--- config.mk ---
export PLATFORM = sky130hd
export DESIGN_NAME = quadrature_encoder_speed_top
export DESIGN_NICKNAME = d
export VERILOG_FILES = /design/src/design/qes_pkg.sv /design/src/design/qes_div.sv /design/src/design/quadrature_encoder_speed_top.sv
export SDC_FILE = /design/constraint.sdc
export NUM_CORES = 2
export LEC_CHECK = 0
export BUFFER_PORTS_ARGS = -buffer_cell sky130_fd_sc_hd__buf_2
export CAP_MARGIN = 20
export CORE_UTILIZATION = 35
export DETAILED_ROUTE_END_ITERATION = 10
export PLACE_DENSITY = 0.52
export SLEW_MARGIN = 20
export SYNTH_ARGS = -nofsm -noshare
export SYNTH_HDL_FRONTEND = slang
export SYNTH_HIERARCHICAL = 1
export SYNTH_SLANG_ARGS = --single-unit
--- constraint.sdc ---
create_clock -name clk_i -period 11.9 [get_ports clk_i]
set_clock_uncertainty 0.1 [all_clocks]
set_input_delay 2.38 -clock clk_i [delete_from_list [all_inputs] [get_ports clk_i]]
set_output_delay 2.38 -clock clk_i [all_outputs]
set_load 0.05 [all_outputs]
--- src/design/qes_pkg.sv ---
// Shared constants and types for the quadrature encoder speed block.
package qes_pkg;

  localparam int unsigned SCALE_W   = 40;
  localparam int unsigned STEP_W    = 31;
  localparam int unsigned GAIN_W    = 9;
  localparam int unsigned CFG_IDX_W = 2;
  localparam int unsigned CFG_DW    = 40;
  localparam int unsigned SPD_W     = 32;
  localparam int unsigned POS_OUT_W = 32;

  localparam logic [GAIN_W-1:0] GAIN_ONE = 9'd256;

  localparam logic [SCALE_W-1:0] SCALE_RST = 40'd347773585;
  localparam logic [STEP_W-1:0]  STEP_RST  = 31'd25600;
  localparam logic [GAIN_W-1:0]  GAIN_RST  = 9'd77;

  localparam logic [SPD_W-1:0] SPD_MAX = 32'h7FFF_FFFF;
  localparam logic [SPD_W-1:0] SPD_MIN = 32'h8000_0000;

  typedef enum logic [1:0] {
    ACT_EDGE_A  = 2'd0,
    ACT_EDGE_B  = 2'd1,
    ACT_SPEED   = 2'd2,
    ACT_FLAG    = 2'd3
  } act_e;

  typedef enum logic [CFG_IDX_W-1:0] {
    CFG_SPEED_SCALE = 2'd0,
    CFG_MAX_STEP    = 2'd1,
    CFG_FILT_GAIN   = 2'd2,
    CFG_REVERSE     = 2'd3
  } cfg_idx_e;

endpackage

--- src/design/qes_div.sv ---
// Restoring serial divider, one quotient bit per cycle.
module qes_div #(
  parameter int unsigned DVD_W = 40,
  parameter int unsigned DVS_W = 32
) (
  input  logic             clk_i,
  input  logic             rst_ni,
  input  logic             start_i,
  input  logic [DVD_W-1:0] dividend_i,
  input  logic [DVS_W-1:0] divisor_i,
  output logic             done_o,
  output logic [DVD_W-1:0] quotient_o
);

  localparam int unsigned CNT_W = $clog2(DVD_W + 1);

  logic [CNT_W-1:0] cnt_q;
  logic             done_q;
  logic [DVS_W-1:0] rem_q;
  logic [DVS_W-1:0] dvs_q;
  logic [DVD_W-1:0] quo_q;
  logic [DVS_W:0]   shifted;
  logic [DVS_W:0]   dvs_ext;
  logic             ge;
  logic [DVS_W:0]   sub;

  assign shifted = {rem_q, quo_q[DVD_W-1]};
  assign dvs_ext = {1'b0, dvs_q};
  assign ge      = shifted >= dvs_ext;
  assign sub     = shifted - dvs_ext;

  always_ff @(posedge clk_i or negedge rst_ni) begin
    if (!rst_ni) begin
      cnt_q  <= '0;
      done_q <= 1'b0;
    end else begin
      done_q <= 1'b0;
      if (start_i) begin
        cnt_q <= CNT_W'(DVD_W);
      end else if (cnt_q != '0) begin
        cnt_q <= cnt_q - 1'b1;
        if (cnt_q == CNT_W'(1)) begin
          done_q <= 1'b1;
        end
      end
    end
  end

  always_ff @(posedge clk_i) begin
    if (start_i) begin
      rem_q <= '0;
      dvs_q <= divisor_i;
      quo_q <= dividend_i;
    end else if (cnt_q != '0) begin
      rem_q <= ge ? sub[DVS_W-1:0] : shifted[DVS_W-1:0];
      quo_q <= {quo_q[DVD_W-2:0], ge};
    end
  end

  assign done_o     = done_q;
  assign quotient_o = quo_q;

endmodule

--- src/design/quadrature_encoder_speed_top.sv ---
// Quadrature encoder channel: position count, edge period and filtered speed.
// Edge beats, flag queries and speed queries without a measured period have their
// result registered at acceptance. A speed query with a measured period runs the serial
// divider that forms scale/dt one quotient bit per cycle, then takes one step each for
// saturation, slew clamp, filter multiply, filter add and result load. in_stall_o stays
// high while a query is in flight or a result waits on a stalled output.
module quadrature_encoder_speed_top #(
  parameter int unsigned COUNT_WIDTH = 32,
  parameter int unsigned TIME_WIDTH  = 32
) (
  input  logic                            clk_i,
  input  logic                            rst_ni,
  input  logic                            cfg_we_i,
  input  logic [qes_pkg::CFG_IDX_W-1:0]   cfg_idx_i,
  input  logic [qes_pkg::CFG_DW-1:0]      cfg_data_i,
  input  logic                            in_valid_i,
  output logic                            in_stall_o,
  input  logic [1:0]                      action_i,
  input  logic                            level_a_i,
  input  logic                            level_b_i,
  input  logic [31:0]                     time_us_i,
  output logic                            out_valid_o,
  input  logic                            out_stall_i,
  output logic signed [31:0]              position_count_o,
  output logic signed [31:0]              speed_o,
  output logic                            speed_valid_o,
  output logic                            new_edge_seen_o,
  output logic                            moving_forward_o
);

  import qes_pkg::*;

  localparam int unsigned PW = (COUNT_WIDTH > POS_OUT_W) ? COUNT_WIDTH : POS_OUT_W;

  localparam logic [2:0] S_IDLE = 3'd0;
  localparam logic [2:0] S_DIV  = 3'd1;
  localparam logic [2:0] S_SLEW = 3'd2;
  localparam logic [2:0] S_MUL  = 3'd3;
  localparam logic [2:0] S_ADD  = 3'd4;
  localparam logic [2:0] S_PUSH = 3'd5;

  logic [2:0] state_q, state_d;

  logic [SCALE_W-1:0] scale_q;
  logic [STEP_W-1:0]  step_q;
  logic [GAIN_W-1:0]  gain_q;
  logic               rev_q;

  logic [COUNT_WIDTH-1:0] pos_q, pos_d;
  logic [TIME_WIDTH-1:0]  rise_q, rise_d;
  logic [TIME_WIDTH-1:0]  period_q, period_d;
  logic                   fwd_q, fwd_d;
  logic                   pend_q, pend_d;
  logic signed [31:0]     filt_q, filt_d;
  logic signed [31:0]     last_raw_q, last_raw_d;
  logic signed [31:0]     raw_q, raw_d;
  logic signed [42:0]     prod_q, prod_d;

  logic               out_valid_q, out_valid_d;
  logic [31:0]        opos_q, opos_d;
  logic [31:0]        ospd_q, ospd_d;
  logic               osv_q, osv_d;
  logic               oflag_q, oflag_d;
  logic               ofwd_q, ofwd_d;

  logic                   out_free;
  logic                   in_acc;
  logic [TIME_WIDTH-1:0]  t;
  logic [TIME_WIDTH-1:0]  elapsed;
  logic [TIME_WIDTH-1:0]  dt;
  logic                   up;
  logic [COUNT_WIDTH-1:0] pos_step;
  logic [PW-1:0]          pos_ext;
  logic                   div_start;
  logic                   div_done;
  logic [SCALE_W-1:0]     mag;
  logic                   mag_big;
  logic signed [32:0]     hi;
  logic signed [32:0]     lo;
  logic signed [32:0]     raw_ext;
  logic signed [32:0]     diff;
  logic [GAIN_W-1:0]      geff;

  assign out_free   = !out_valid_q || !out_stall_i;
  assign in_stall_o = (state_q != S_IDLE) || !out_free;
  assign in_acc     = in_valid_i && !in_stall_o;

  assign t       = time_us_i[TIME_WIDTH-1:0];
  assign elapsed = t - rise_q;
  assign dt      = (elapsed > period_q) ? elapsed : period_q;

  assign up       = ((action_i == ACT_EDGE_A) ? (level_a_i != level_b_i)
                                              : (level_a_i == level_b_i)) ^ rev_q;
  assign pos_step = up ? pos_q + 1'b1 : pos_q - 1'b1;

  assign mag_big = |mag[SCALE_W-1:31];
  assign hi      = $signed({last_raw_q[31], last_raw_q}) + $signed({2'b00, step_q});
  assign lo      = $signed({last_raw_q[31], last_raw_q}) - $signed({2'b00, step_q});
  assign raw_ext = {raw_q[31], raw_q};
  assign diff    = $signed({raw_q[31], raw_q}) - $signed({filt_q[31], filt_q});
  assign geff    = (gain_q > GAIN_ONE) ? GAIN_ONE : gain_q;

  qes_div #(
    .DVD_W (SCALE_W),
    .DVS_W (TIME_WIDTH)
  ) u_div (
    .clk_i      (clk_i),
    .rst_ni     (rst_ni),
    .start_i    (div_start),
    .dividend_i (scale_q),
    .divisor_i  (dt),
    .done_o     (div_done),
    .quotient_o (mag)
  );

  always_comb begin
    state_d     = state_q;
    pos_d       = pos_q;
    rise_d      = rise_q;
    period_d    = period_q;
    fwd_d       = fwd_q;
    pend_d      = pend_q;
    filt_d      = filt_q;
    last_raw_d  = last_raw_q;
    raw_d       = raw_q;
    prod_d      = prod_q;
    div_start   = 1'b0;
    out_valid_d = out_valid_q && out_stall_i;
    pos_ext     = PW'(pos_q);
    opos_d      = opos_q;
    ospd_d      = ospd_q;
    osv_d       = osv_q;
    oflag_d     = oflag_q;
    ofwd_d      = ofwd_q;

    unique case (state_q)
      S_IDLE: begin
        if (in_acc) begin
          ospd_d  = '0;
          osv_d   = 1'b0;
          oflag_d = 1'b0;
          unique case (action_i)
            ACT_EDGE_A, ACT_EDGE_B: begin
              pos_d = pos_step;
              fwd_d = up;
              if (action_i == ACT_EDGE_A && level_a_i) begin
                rise_d   = t;
                period_d = (rise_q != '0) ? elapsed : '0;
                pend_d   = 1'b1;
              end
            end
            ACT_SPEED: begin
              if (period_q != '0) begin
                div_start = 1'b1;
                state_d   = S_DIV;
              end
            end
            default: begin
              oflag_d = pend_q;
              pend_d  = 1'b0;
            end
          endcase
          if (state_d == S_IDLE) begin
            pos_ext     = PW'(pos_d);
            opos_d      = pos_ext[31:0];
            ofwd_d      = fwd_d;
            out_valid_d = 1'b1;
          end
        end
      end
      S_DIV: begin
        if (div_done) begin
          if (fwd_q) begin
            raw_d = mag_big ? SPD_MAX : mag[31:0];
          end else begin
            raw_d = mag_big ? SPD_MIN : (~mag[31:0] + 32'd1);
          end
          state_d = S_SLEW;
        end
      end
      S_SLEW: begin
        priority if (raw_ext > hi) begin
          raw_d = hi[31:0];
        end else if (raw_ext < lo) begin
          raw_d = lo[31:0];
        end else begin
          raw_d = raw_q;
        end
        last_raw_d = raw_d;
        state_d    = S_MUL;
      end
      S_MUL: begin
        prod_d  = $signed({1'b0, geff}) * diff;
        state_d = S_ADD;
      end
      S_ADD: begin
        filt_d  = filt_q + prod_q[39:8];
        state_d = S_PUSH;
      end
      S_PUSH: begin
        if (out_free) begin
          opos_d      = pos_ext[31:0];
          ospd_d      = filt_q;
          osv_d       = 1'b1;
          oflag_d     = 1'b0;
          ofwd_d      = fwd_q;
          out_valid_d = 1'b1;
          state_d     = S_IDLE;
        end
      end
      default: begin
        state_d = S_IDLE;
      end
    endcase
  end

  always_ff @(posedge clk_i or negedge rst_ni) begin
    if (!rst_ni) begin
      state_q     <= S_IDLE;
      scale_q     <= SCALE_RST;
      step_q      <= STEP_RST;
      gain_q      <= GAIN_RST;
      rev_q       <= 1'b0;
      pos_q       <= '0;
      rise_q      <= '0;
      period_q    <= '0;
      fwd_q       <= 1'b1;
      pend_q      <= 1'b0;
      filt_q      <= '0;
      last_raw_q  <= '0;
      out_valid_q <= 1'b0;
    end else begin
      state_q     <= state_d;
      pos_q       <= pos_d;
      rise_q      <= rise_d;
      period_q    <= period_d;
      fwd_q       <= fwd_d;
      pend_q      <= pend_d;
      filt_q      <= filt_d;
      last_raw_q  <= last_raw_d;
      out_valid_q <= out_valid_d;
      if (cfg_we_i) begin
        unique case (cfg_idx_i)
          CFG_SPEED_SCALE: scale_q <= cfg_data_i[SCALE_W-1:0];
          CFG_MAX_STEP:    step_q  <= cfg_data_i[STEP_W-1:0];
          CFG_FILT_GAIN:   gain_q  <= cfg_data_i[GAIN_W-1:0];
          default:         rev_q   <= cfg_data_i[0];
        endcase
      end
    end
  end

  always_ff @(posedge clk_i) begin
    raw_q   <= raw_d;
    prod_q  <= prod_d;
    opos_q  <= opos_d;
    ospd_q  <= ospd_d;
    osv_q   <= osv_d;
    oflag_q <= oflag_d;
    ofwd_q  <= ofwd_d;
  end

  assign out_valid_o      = out_valid_q;
  assign position_count_o = opos_q;
  assign speed_o          = ospd_q;
  assign speed_valid_o    = osv_q;
  assign new_edge_seen_o  = oflag_q;
  assign moving_forward_o = ofwd_q;

endmodule

==> run metrics <==
status completed; vias 33.76k; drt total wl 126.2 mm; Reg2Reg Depth 32; drt first pass iters 7; cell mode on critical path fa_1; drt wl/cell 19.58 um; Tcrit/Tclk final 77.53%; class of the worst hold path reg2reg; vias in the first global route 34.01k; Core Util, Final 39.46%; CP Max Fanout 9; worst setup path category reg2reg; vias per cell 5.239; port buffer count 151; Num CTS Buffers 67; first-pass GRT wire length 199.4 mm; ANT nets after route 0; max_slew headroom 25.98%; Gate Count Post-Synth 4668; post-layout net count 5483; Synth Warn # 6; EDFF count, synth 203; ranking of synthesized cells by area edfxtp_1, dfrtp_1, ha_1, fa_1, mux2_2; commonest cells after routing, fill and taps aside nand2_1, inv_1, ha_1; Crit. Startpoint raw_q[0]; CP max stage cell nor3_1; cell taking the most area after synthesis edfxtp_1; fin. max-slew vios 0; RSZ-0062 raised after global routing no; pre-CTS setup slack 2.447 ns; share of layout cells above drive strength 1 12.62%; cell row count 128; post-synth cell types 105; Final Hold Vio Count 0; hold depth 2; sequential cell area 13120 um2; Inserted Diodes 0; Yosys reg bits 489; mapped cell area 43380 um2; initial antenna violation count 12; die area 125400 um2; post-CTS setup buffers 0; HPWL Detailed 97.08 mm; Clock Sinks 489; # IOs 152; commonest non-fill, non-tap cell in the layout nand2_1; root buf cell clkbuf_16; Reg clk slew, reported paths 0.06 ns; Reg2Reg Setup Slack 2.67 ns; routability cong. 0.9004; CTS resizes 0; Reg-to-Reg Start raw_q[0]; Post-route DRC 0; Crit. End Element flip-flop; CTS Buffer Depth 3; gr ovfl total 0; CP Capture Point prod_q[39]; CP Launch Type flip-flop; setup TNS 0 ns; Die X 354.1 um; largest net degree at the start of global routing 123; CTS tree yes; # fillers 12.36k; deepest level of the CTS H-tree 3; Synth Flop Type dfrtp_1; FF-to-FF End prod_q[39]; final worst setup slack 2.674 ns; core area 122400 um2; Synth async-reset ratio 51.94%; Multi-input gate area 27810 um2; Syn Nets 5386; clock latency on the worst-skew pair 0.67 ns; Worst Tran Pin Value 1.102 ns; initial DRC count 2273; CP max stage delay 0.84 ns; post-route minimum period 9.226 ns; Synth-to-Final Area Change 11.31%; Yosys top cell area share 14.05%; starting density of the core 35.45%; average size of a mapped cell 9.293 um2; # hold bufs at CTS 0; GRT Util Overall 20.16%; Max-Cap Viols 0; endpoints failing setup 0; CP arrival 9.51 ns; CP Data Required Time 12.19 ns; Seq/Total Area, Yosys 30.24%; DIE HEIGHT 354.1 um; Max Freq 0.1084 GHz
[Yosys cell counts, types with 32 or more instances]
| library cell | instances |
|---|---|
| nand2_1 | 521 |
| inv_1 | 503 |
| ha_1 | 400 |
| nor2_1 | 323 |
| a21oi_1 | 259 |
| fa_1 | 235 |
| dfrtp_1 | 232 |
| mux2_2 | 206 |
| edfxtp_1 | 203 |
| o21ai_0 | 197 |
| xnor2_1 | 169 |
| a21o_1 | 129 |
| clkbuf_1 | 125 |
| nor3_1 | 96 |
| xor2_1 | 92 |
| nor2b_1 | 63 |
| nand3_1 | 59 |
| and2_1 | 57 |
| o21a_1 | 48 |
| a211oi_1 | 42 |
| nand2b_1 | 42 |
| nand4_1 | 38 |
| o21bai_1 | 34 |
| dfxtp_1 | 32 |
[kinds of logic (layout without fill, tap and decap cells)]
| logic type | after synthesis | in the layout | synth area share [%] |
|---|---|---|---|
| DFF | 489 | 489 | 30.24 |
| AOI/OAI and AO/OA | 1017 | 1017 | 15.55 |
| and+or+nand+nor | 1359 | 1359 | 14.61 |
| xor gates and xnor gates | 262 | 262 | 5.321 |
| adders and majority gates | 635 | 635 | 22.38 |
| muxes | 234 | 234 | 5.993 |
| buffers and inverters | 672 | 823 | 5.898 |
[flip-flops by register name (all words and copies together), names as in the netlist, 3 cells and up]
register	flops
last_raw_q	32
raw_q	32
scale_q	40
filt_q	32
u_div/dvs_q	32
position_count_o	32
state_q	3
u_div/quotient_o	40
u_div/cnt_q	6
rise_q	32
period_q	32
speed_o	32
pos_q	32
gain_q	9
step_q	31
prod_q	32
u_div/rem_q	32
[per-stage QoR]
step | std cells | hold slack [ns] | area [um2]
after floorplan | 4668 | 0.3432 | 43380
after global placement | 6321 | 0.3590 | 45960
after detailed placement | 6321 | 0.3625 | 45960
after CTS | 6444 | 0.3737 | 48280
after global routing | 6444 | 0.4004 | 48290
final | 6444 | 0.3676 | 48290
[how the worst min path moves through the flow]
stage / slack, ns / end / start
after floorplan: 0.34 / u_div/rem_q[8] / u_div/rem_q[8]
after global placement: 0.36 / u_div/rem_q[8] / u_div/rem_q[8]
after detailed placement: 0.36 / u_div/rem_q[30] / u_div/rem_q[30]
after CTS: 0.37 / u_div/rem_q[30] / u_div/rem_q[30]
after global routing: 0.40 / u_div/rem_q[28] / u_div/rem_q[28]
final: 0.37 / u_div/rem_q[8] / u_div/rem_q[8]
[layer usage]
metal	vias up	routed length, um	part of all wire (%)	global-route usage, %
met5	-	122	0.097	0
met2	669	59950	48	33.91
met3	165	5505	4.4	3.500
li1	16400	-	-	-
met4	20	2817	2.2	4.802
met1	16510	57750	46	26.78
[area by class of cell]
| cell class | instances | area share (%) |
|---|---|---|
| Multi-Input combinational cell | 3507 | 57.59 |
| Timing Repair Buffer | 194 | 2.280 |
| Tap cell | 1625 | 4.211 |
| Inverter | 506 | 3.933 |
| Sequential cell | 489 | 27.17 |
| Clock buffer | 93 | 3.993 |
| Clock inverter | 30 | 0.8240 |
[critical path: cells and delay by family, from the launching register on]
kind / cells / cell delay (ns)
adders and majority gates: 8 / 3.21
AOI/OAI and AO/OA: 12 / 2.75
and+or+nand+nor: 7 / 1.84
DFF: 1 / 0.39
xor gates and xnor gates: 1 / 0.36
buffers and inverters: 4 / 0.30
Power is left out: the tool's default activity adds up to more than one toggle a clock period on the data nets, which glitch-free logic cannot reach.
